File: src/sv/mbdt_pkg.sv
// ----------------------------------------------------------------------------
// mbdt_pkg
// Shared constants, codes and types of the Modbus slave data table.
// ----------------------------------------------------------------------------
package mbdt_pkg;

   localparam int STORE_DEPTH = 1024;
   localparam int ADDR_W      = $clog2(STORE_DEPTH);
   localparam int CALC_W      = 17;

   localparam logic [7:0] FC_READ_COILS     = 8'd1;
   localparam logic [7:0] FC_READ_DISCRETE  = 8'd2;
   localparam logic [7:0] FC_READ_HOLDING   = 8'd3;
   localparam logic [7:0] FC_READ_INPUT     = 8'd4;
   localparam logic [7:0] FC_WRITE_COIL     = 8'd5;
   localparam logic [7:0] FC_WRITE_REG      = 8'd6;
   localparam logic [7:0] FC_WRITE_COILS    = 8'd15;
   localparam logic [7:0] FC_WRITE_REGS     = 8'd16;

   localparam logic [1:0] NT_COILS     = 2'd0;
   localparam logic [1:0] NT_DISCRETE  = 2'd1;
   localparam logic [1:0] NT_HOLDING   = 2'd2;
   localparam logic [1:0] NT_INPUT_REG = 2'd3;

   localparam logic [1:0] ST_OK       = 2'd0;
   localparam logic [1:0] ST_BAD_FUNC = 2'd1;
   localparam logic [1:0] ST_BAD_ADDR = 2'd2;

   localparam logic [1:0] CSR_NODE_TYPE     = 2'd0;
   localparam logic [1:0] CSR_WINDOW_START  = 2'd1;
   localparam logic [1:0] CSR_WINDOW_LENGTH = 2'd2;

   typedef struct packed {
      logic [1:0]        status;
      logic              wr_en;
      logic              rd_en;
      logic              rd_word;
      logic [ADDR_W-1:0] idx;
      logic [15:0]       wr_data;
   } chk_type;

endpackage

File: src/sv/mbdt_check.sv
// ----------------------------------------------------------------------------
// mbdt_check
// Decodes one request element: checks the function code against the node
// type, checks the range against the address window and forms the access.
// ----------------------------------------------------------------------------
module mbdt_check
   import mbdt_pkg::*;
(
   input  logic [1:0]  node_type,
   input  logic [15:0] window_start,
   input  logic [10:0] window_length,
   input  logic [7:0]  function_code,
   input  logic [15:0] start_address,
   input  logic [10:0] quantity,
   input  logic [10:0] element_offset,
   input  logic [15:0] write_value,
   output chk_type     chk
);

   logic              allowed;
   logic              single;
   logic [CALC_W-1:0] served;
   logic [CALC_W-1:0] limit;
   logic [CALC_W-1:0] req_end;
   logic [CALC_W-1:0] elem;
   logic [CALC_W-1:0] idx_full;

   always_comb begin
      case (node_type)
         NT_COILS: begin
            allowed = (function_code == FC_READ_COILS) || (function_code == FC_WRITE_COIL) ||
                      (function_code == FC_WRITE_COILS);
         end
         NT_DISCRETE: begin
            allowed = (function_code == FC_READ_DISCRETE);
         end
         NT_HOLDING: begin
            allowed = (function_code == FC_READ_HOLDING) || (function_code == FC_WRITE_REG) ||
                      (function_code == FC_WRITE_REGS);
         end
         default: begin
            allowed = (function_code == FC_READ_INPUT);
         end
      endcase
   end

   assign single = (function_code == FC_WRITE_COIL) || (function_code == FC_WRITE_REG);

   always_comb begin
      if (CALC_W'(window_length) > CALC_W'(STORE_DEPTH)) begin
         served = CALC_W'(STORE_DEPTH);
      end else begin
         served = CALC_W'(window_length);
      end
   end

   assign limit    = CALC_W'(window_start) + served;
   assign req_end  = CALC_W'(start_address) + CALC_W'(quantity);
   assign elem     = single ? CALC_W'(start_address)
                            : CALC_W'(start_address) + CALC_W'(element_offset);
   assign idx_full = elem - CALC_W'(window_start);

   always_comb begin
      chk.status  = ST_OK;
      chk.idx     = idx_full[ADDR_W-1:0];
      chk.rd_word = (function_code == FC_READ_HOLDING) || (function_code == FC_READ_INPUT);
      chk.rd_en   = 1'b0;
      chk.wr_en   = 1'b0;
      case (function_code)
         FC_WRITE_COIL:  chk.wr_data = {15'd0, (write_value != 16'd0)};
         FC_WRITE_COILS: chk.wr_data = {15'd0, write_value[0]};
         default:        chk.wr_data = write_value;
      endcase

      if (!allowed) begin
         chk.status = ST_BAD_FUNC;
      end else if (start_address < window_start) begin
         chk.status = ST_BAD_ADDR;
      end else if (single) begin
         if (CALC_W'(start_address) >= limit) begin
            chk.status = ST_BAD_ADDR;
         end
      end else if ((req_end > limit) || (element_offset >= quantity)) begin
         chk.status = ST_BAD_ADDR;
      end

      if ((chk.status == ST_OK) && (idx_full >= CALC_W'(STORE_DEPTH))) begin
         chk.status = ST_BAD_ADDR;
      end

      if (chk.status == ST_OK) begin
         chk.rd_en = (function_code == FC_READ_COILS) || (function_code == FC_READ_DISCRETE) ||
                     (function_code == FC_READ_HOLDING) || (function_code == FC_READ_INPUT);
         chk.wr_en = !chk.rd_en;
      end
   end

endmodule

File: config.mk
export PLATFORM = sky130hd
export DESIGN_NAME = mbdt_check
export DESIGN_NICKNAME = d
export VERILOG_FILES = /design/src/sv/mbdt_pkg.sv /design/src/sv/mbdt_check.sv
export SDC_FILE = /design/constraint.sdc
export NUM_CORES = 1
export LEC_CHECK = 0
export ABC_AREA = 1
export BUFFER_PORTS_ARGS = -buffer_cell sky130_fd_sc_hd__buf_2
export CAP_MARGIN = 20
export CELL_PAD_IN_SITES_DETAIL_PLACEMENT = 1
export CELL_PAD_IN_SITES_GLOBAL_PLACEMENT = 2
export CORE_MARGIN = 2
export CORE_UTILIZATION = 28
export DETAILED_ROUTE_END_ITERATION = 16
export PLACE_DENSITY = 0.9
export SLEW_MARGIN = 20
export SYNTH_ARGS = -nofsm -noshare
export SYNTH_HDL_FRONTEND = slang
export SYNTH_SLANG_ARGS = --single-unit
File: constraint.sdc
create_clock -name vclk -period 6.2
set_clock_uncertainty 0.2 [all_clocks]
set_input_delay 0.93 -clock vclk [all_inputs]
set_output_delay 0.93 -clock vclk [all_outputs]
set_load 0.03 [all_outputs]
==> results.json, run 1 <==
{
  "status": "complete, no violations",
  "slew_violations": 0,
  "grtUsageTotal_pct": 17.52,
  "syn_avg_cell_area_sq_um": 5.864,
  "diodes": 0,
  "worstSetupPathType": "input pin to primary output",
  "critPathMaxStageDelay_ns": 0.37,
  "antenna_found_initial": 0,
  "min_period_ns": 5.849,
  "setup_tns_ns": 0,
  "initial_core_util_pct": 28.88,
  "grt_pass1_vias": 5602,
  "clock_power_share_pct": 0,
  "vdd_ir_drop_max_uv": 74.70,
  "seq_cells": 0,
  "cp_common_cell": "nand2_1",
  "period_share_pct": 94.34,
  "hp-class": "input pin to primary output",
  "tightest_slew_ns": 0.4431,
  "synth_area_sq_um": 4621,
  "die_h_um": 132.5,
  "ff_latch_area_sq_um": 0,
  "gp_congestion": 0.8549,
  "areaGrowthSynthToFinish_pct": 21.69,
  "syn_inst": 788,
  "netSwitchingPower_uw": 478.2,
  "wire_per_inst_um": 13.85,
  "p_int_uw": 270.6,
  "critPathSlowestCell": "fa_2",
  "max_freq_mhz": 171.0,
  "hold_viol_final": 0,
  "drive_above_1_share_pct": 18.48,
  "slew_headroom_pct": 70.43,
  "final_antenna_net_count": 0,
  "clkbuf_count": 0,
  "synth_seq_area_share_pct": 0,
  "drtPass1Iterations": 4,
  "whs_ns": 2.002,
  "drt-initial-drc-count": 154,
  "power_density_nw_per_um2": 133.2,
  "start_kind": "input pin",
  "setup_viol": 0,
  "arrival_ns": 4.72,
  "placed_cells_incl_taps": 1123,
  "fp.dieArea_sq_um": 17550,
  "stdcell_count": 1125,
  "fp.dieW_um": 132.5,
  "ios": 122,
  "drc": 0,
  "p_leak_uw": 0.003236,
  "overflow": 0,
  "core_area_sq_um": 16000,
  "port_buffers": 122,
  "synth_nets": 989,
  "drv_cap": 0,
  "yosysUniqueCellTypes": 45,
  "ys_warn_count": 0,
  "nNetsFinal": 1112,
  "num_vias": 5362,
  "ctsHoldBuffers": 0,
  "switching_share_pct": 63.86,
  "place_hpwl_mm": 14.31,
  "vias_per_cell": 4.766,
  "grt_pass1_wl_mm": 25.99,
  "pwr-share-seq_pct": 0,
  "cp_max_fo": 8,
  "required_ns": 5.07,
  "wl_mm": 15.58,
  "worstSetupEndpointType": "primary output",
  "grt_max_degree": 16,
  "p_comb_share_pct": 100.0,
  "rows": 46
}
==> per-layer routing <==
metal,routed length (um),up-vias,global-route usage [%]
met2,7938,70,34.46
met1,7083,2469,22.02
met3,476,4,0.6130
met5,0,-,0
met4,86,0,0.8363
li1,-,2819,-
==> synth_stat cells, types with 3 or more instances <==
library cell	instances	share of area, %
nand2_1	175	14
o31ai_1	3	0.49
xor2_1	37	7.0
nand4_1	13	1.8
nor3_1	17	1.8
nor2_1	81	6.6
inv_1	148	12
a21o_1	3	0.49
nand3b_1	3	0.49
nor2_2	4	0.54
fa_1	4	1.7
inv_2	3	0.24
ha_1	106	29
o21ai_0	27	2.9
a21oi_1	70	7.6
clkbuf_1	4	0.32
nand3_1	37	4.0
o21ai_1	4	0.43
xnor2_1	11	2.1
nor4_1	4	0.54
==> cell usage in the layout, fill, tap and decap left out, types with 13 or more instances in the layout <==
| cell | count |
|---|---|
| xor2_1 | 36 |
| nand2_1 | 171 |
| inv_1 | 148 |
| nand3_1 | 36 |
| a21oi_1 | 66 |
| nor2_1 | 79 |
| ha_1 | 104 |
| nand4_1 | 13 |
| o21ai_0 | 24 |
| nor3_1 | 13 |
| buf_2 | 120 |
==> power groups by stage <==
stage,combinational [uW],clock (uW),sequential (uW)
3_3_place_gp,729,0,0
3_5_place_dp,743,0,0
6_report,749,0,0
5_1_grt,855,0,0
2_1_floorplan,533,0,0
4_1_cts,747,0,0
==> final timing paths <==
path	start	to	slack [ns]	cells past startpoint
max	window_length[4]	chk[27]	0.35	29
min	write_value[0]	chk[0]	2.00	3
==> timing repair <==
| item | in CTS | in global routing |
|---|---|---|
| setup buffers | 0 | 2 |
| resized for setup | 1 | 29 |
| endpoints found under the setup margin | 3 | 3 |
| endpoints found under the hold margin | 0 | 0 |
| pin swaps | 0 | 6 |
==> critical path, delay by kind of cell <==
family	cells	cell delay, ns
buffers and inverters	3	0.29
adder cells (fa/ha/maj)	3	0.87
XOR/XNOR	1	0.17
AO/OA/AOI/OAI	3	0.61
AND/OR/NAND/NOR	19	1.86
==> logic make-up (layout without fill, tap and decap cells) <==
logic type / Yosys count / after routing / share of synthesized area (%)
and+or+nand+nor: 345 / 345 / 31.87
buffers and inverters: 156 / 277 / 12.67
AOI/OAI and AO/OA: 127 / 127 / 15.35
adders and majority gates: 110 / 110 / 30.44
xor gates and xnor gates: 49 / 49 / 9.450
muxes: 1 / 1 / 0.2166
==> per-stage QoR <==
step / worst slack (ns) / power [uW] / util [%] / instance area [sq um]
final: 0.3510 / 748.9 / 35.14 / 5623
after global routing: -0.008995 / 854.7 / 35.14 / 5623
after CTS: 0.007711 / 746.5 / 34.38 / 5502
after detailed placement: -0.1497 / 743.4 / 34.36 / 5498
after global placement: 0.02363 / 729.3 / 34.36 / 5498
after floorplan: 0.4990 / 532.7 / - / 4621
==> cell type report <==
cell class | instances | area (sq um)
fillers | 2209 | 10380
well taps | 216 | 270.3
multi-input cells | 632 | 4140
repair buffers | 126 | 645.6
inverters | 151 | 566.8
Note: power is estimated with default switching activity, not from simulation.
==> run 2, diff against run 1 <==
--- a/config.mk
+++ b/config.mk
@@ -6,14 +6,14 @@
 export NUM_CORES = 1
 export LEC_CHECK = 0
 export ABC_AREA = 1
-export BUFFER_PORTS_ARGS = -buffer_cell sky130_fd_sc_hd__buf_2
 export CAP_MARGIN = 20
 export CELL_PAD_IN_SITES_DETAIL_PLACEMENT = 1
 export CELL_PAD_IN_SITES_GLOBAL_PLACEMENT = 2
 export CORE_MARGIN = 2
-export CORE_UTILIZATION = 28
+export CORE_UTILIZATION = 35
 export DETAILED_ROUTE_END_ITERATION = 16
-export PLACE_DENSITY = 0.9
+export DONT_BUFFER_PORTS = 1
+export PLACE_DENSITY = 0.92
 export SLEW_MARGIN = 20
 export SYNTH_ARGS = -nofsm -noshare
 export SYNTH_HDL_FRONTEND = slang
==> run 2 against run 1 <==
Compared with the run above: utilization rose by 3.6 points; cell count is 14% lower; count of clock-buffer cells in the layout unchanged; combinational power is 7.1% lower; critical path depth fell by 3; via count is 5.1% lower; die area is 19% lower; routed wire length is 1.6% lower; sequential cell count unchanged; highest routed layer unchanged; worst hold slack lost 0.19 ns.
==> results.json, run 2 (synthesis results as in run 1) <==
{
  "fin_ws_ns": 0.4335,
  "grt_max_degree": 16,
  "clock_power_share_pct": 0,
  "worstSetupPathType": "input pin to primary output",
  "final_common_cell": "nand2_1",
  "fp.dieW_um": 118.9,
  "hold_viol_final": 0,
  "pwr-share-seq_pct": 0,
  "place_ws_ns": 0.09127,
  "final_antenna_net_count": 0,
  "min_period_ns": 5.766,
  "grt_pass1_vias": 5730,
  "wl_mm": 15.33,
  "gp_congestion": 0.9149,
  "start_kind": "input pin",
  "place_hpwl_mm": 14.05,
  "fp.dieArea_sq_um": 14140,
  "tightest_slew_ns": 0.5697,
  "setup_viol": 0,
  "arrival_ns": 4.64,
  "hp-class": "input pin to primary output",
  "overflow": 0,
  "vias_per_cell": 5.260,
  "slew_violations": 0,
  "port_buffers": 0,
  "core_area_sq_um": 12770,
  "required_ns": 5.07,
  "power_density_nw_per_um2": 140.7,
  "cp_common_cell": "nand2_1",
  "clkbuf_count": 0,
  "antenna_found_initial": 0,
  "ios": 122,
  "switching_share_pct": 64.28,
  "vdd_ir_drop_max_uv": 40.44,
  "drive_above_1_share_pct": 4.906,
  "wire_per_inst_um": 15.86,
  "drt-initial-drc-count": 107,
  "initial_core_util_pct": 36.17,
  "grtUsageTotal_pct": 21.33,
  "ctsHoldBuffers": 0,
  "critPathMaxStageDelay_ns": 0.42,
  "p_leak_uw": 0.002789,
  "period_share_pct": 93.01,
  "p_int_uw": 248.5,
  "drv_cap": 0,
  "max_freq_mhz": 173.4,
  "num_vias": 5086,
  "slew_headroom_pct": 61.88,
  "seq_cells": 0,
  "critPathSlowestCell": "fa_1",
  "n_fill_cell": 1754,
  "cp_max_fo": 5,
  "ff_latch_area_sq_um": 0,
  "diodes": 0,
  "final_cell_mix": "nand2_1 (175), inv_1 (148), ha_1 (106)",
  "netSwitchingPower_uw": 447.2,
  "placed_cells_incl_taps": 965,
  "multiInputGateArea_sq_um": 4073,
  "grt_pass1_wl_mm": 25.44,
  "status": "complete, no violations",
  "setup_tns_ns": 0,
  "worstSetupEndpointType": "primary output",
  "final_core_util_pct": 38.71,
  "rows": 41,
  "die_h_um": 118.9,
  "nNetsFinal": 998,
  "power_uw": 695.8,
  "stdcell_count": 967,
  "drc": 0,
  "areaGrowthSynthToFinish_pct": 7.013,
  "drtPass1Iterations": 4,
  "p_comb_share_pct": 100.0
}
## run 2: changes by cell type in the layout (fill, tap and decap cells not counted), sizes merged
cell,change
buf,-114
## run 2: worst paths after layout
kind                        startpoint  endpoint  slack (ns)  cells after the start
worst max-delay path  start_address[0]   chk[27]        0.43                     26
worst min-delay path    write_value[1]    chk[1]        1.82                      2
## run 2: metrics by stage
| stage | hold WS [ns] | cell area, sq um |
|---|---|---|
| global placement | 1.816 | 4892 |
| detailed placement | 1.818 | 4892 |
| CTS | 1.818 | 4892 |
| global route | 1.824 | 4945 |
| finish | 1.815 | 4945 |
| floorplan | 1.811 | 4621 |
## run 2: timing repair
action	CTS	global route
resized for setup	0	9
setup endpoints to repair	0	3
endpoints found under the hold margin	0	0
setup buffers	0	2
## run 2: power groups by stage
stage	registers [uW]	logic, uW	clock network (uW)
after floorplan	0	533	0
after global placement	0	670	0
after detailed placement	0	696	0
after CTS	0	700	0
after global routing	0	791	0
final	0	696	0
## run 2: layer usage
metal / vias to the layer above / routed length (um) / GRT usage [%] / part of all wire [%]
met2: 106 / 7760 / 42.21 / 51
met1: 2377 / 6649 / 24.39 / 43
met4: 0 / 242 / 3.274 / 1.6
met3: 20 / 680 / 2.826 / 4.4
met5: - / 0 / 0 / 0
li1: 2583 / - / - / -
## run 2: critical path, delay by kind of cell
kind                     cells  cell delay (ns)
XOR/XNOR                     2             0.31
AND/OR/NAND/NOR             14             1.55
buffers and inverters        4             0.38
AO/OA/AOI/OAI                3             0.46
adder cells (fa/ha/maj)      3             1.01
## run 2: area by class of cell
| cell class | instances | share of cell area, % |
|---|---|---|
| inverters | 151 | 11.46 |
| multi-input cells | 632 | 82.36 |
| well taps | 172 | 4.352 |
| repair buffers | 12 | 1.822 |
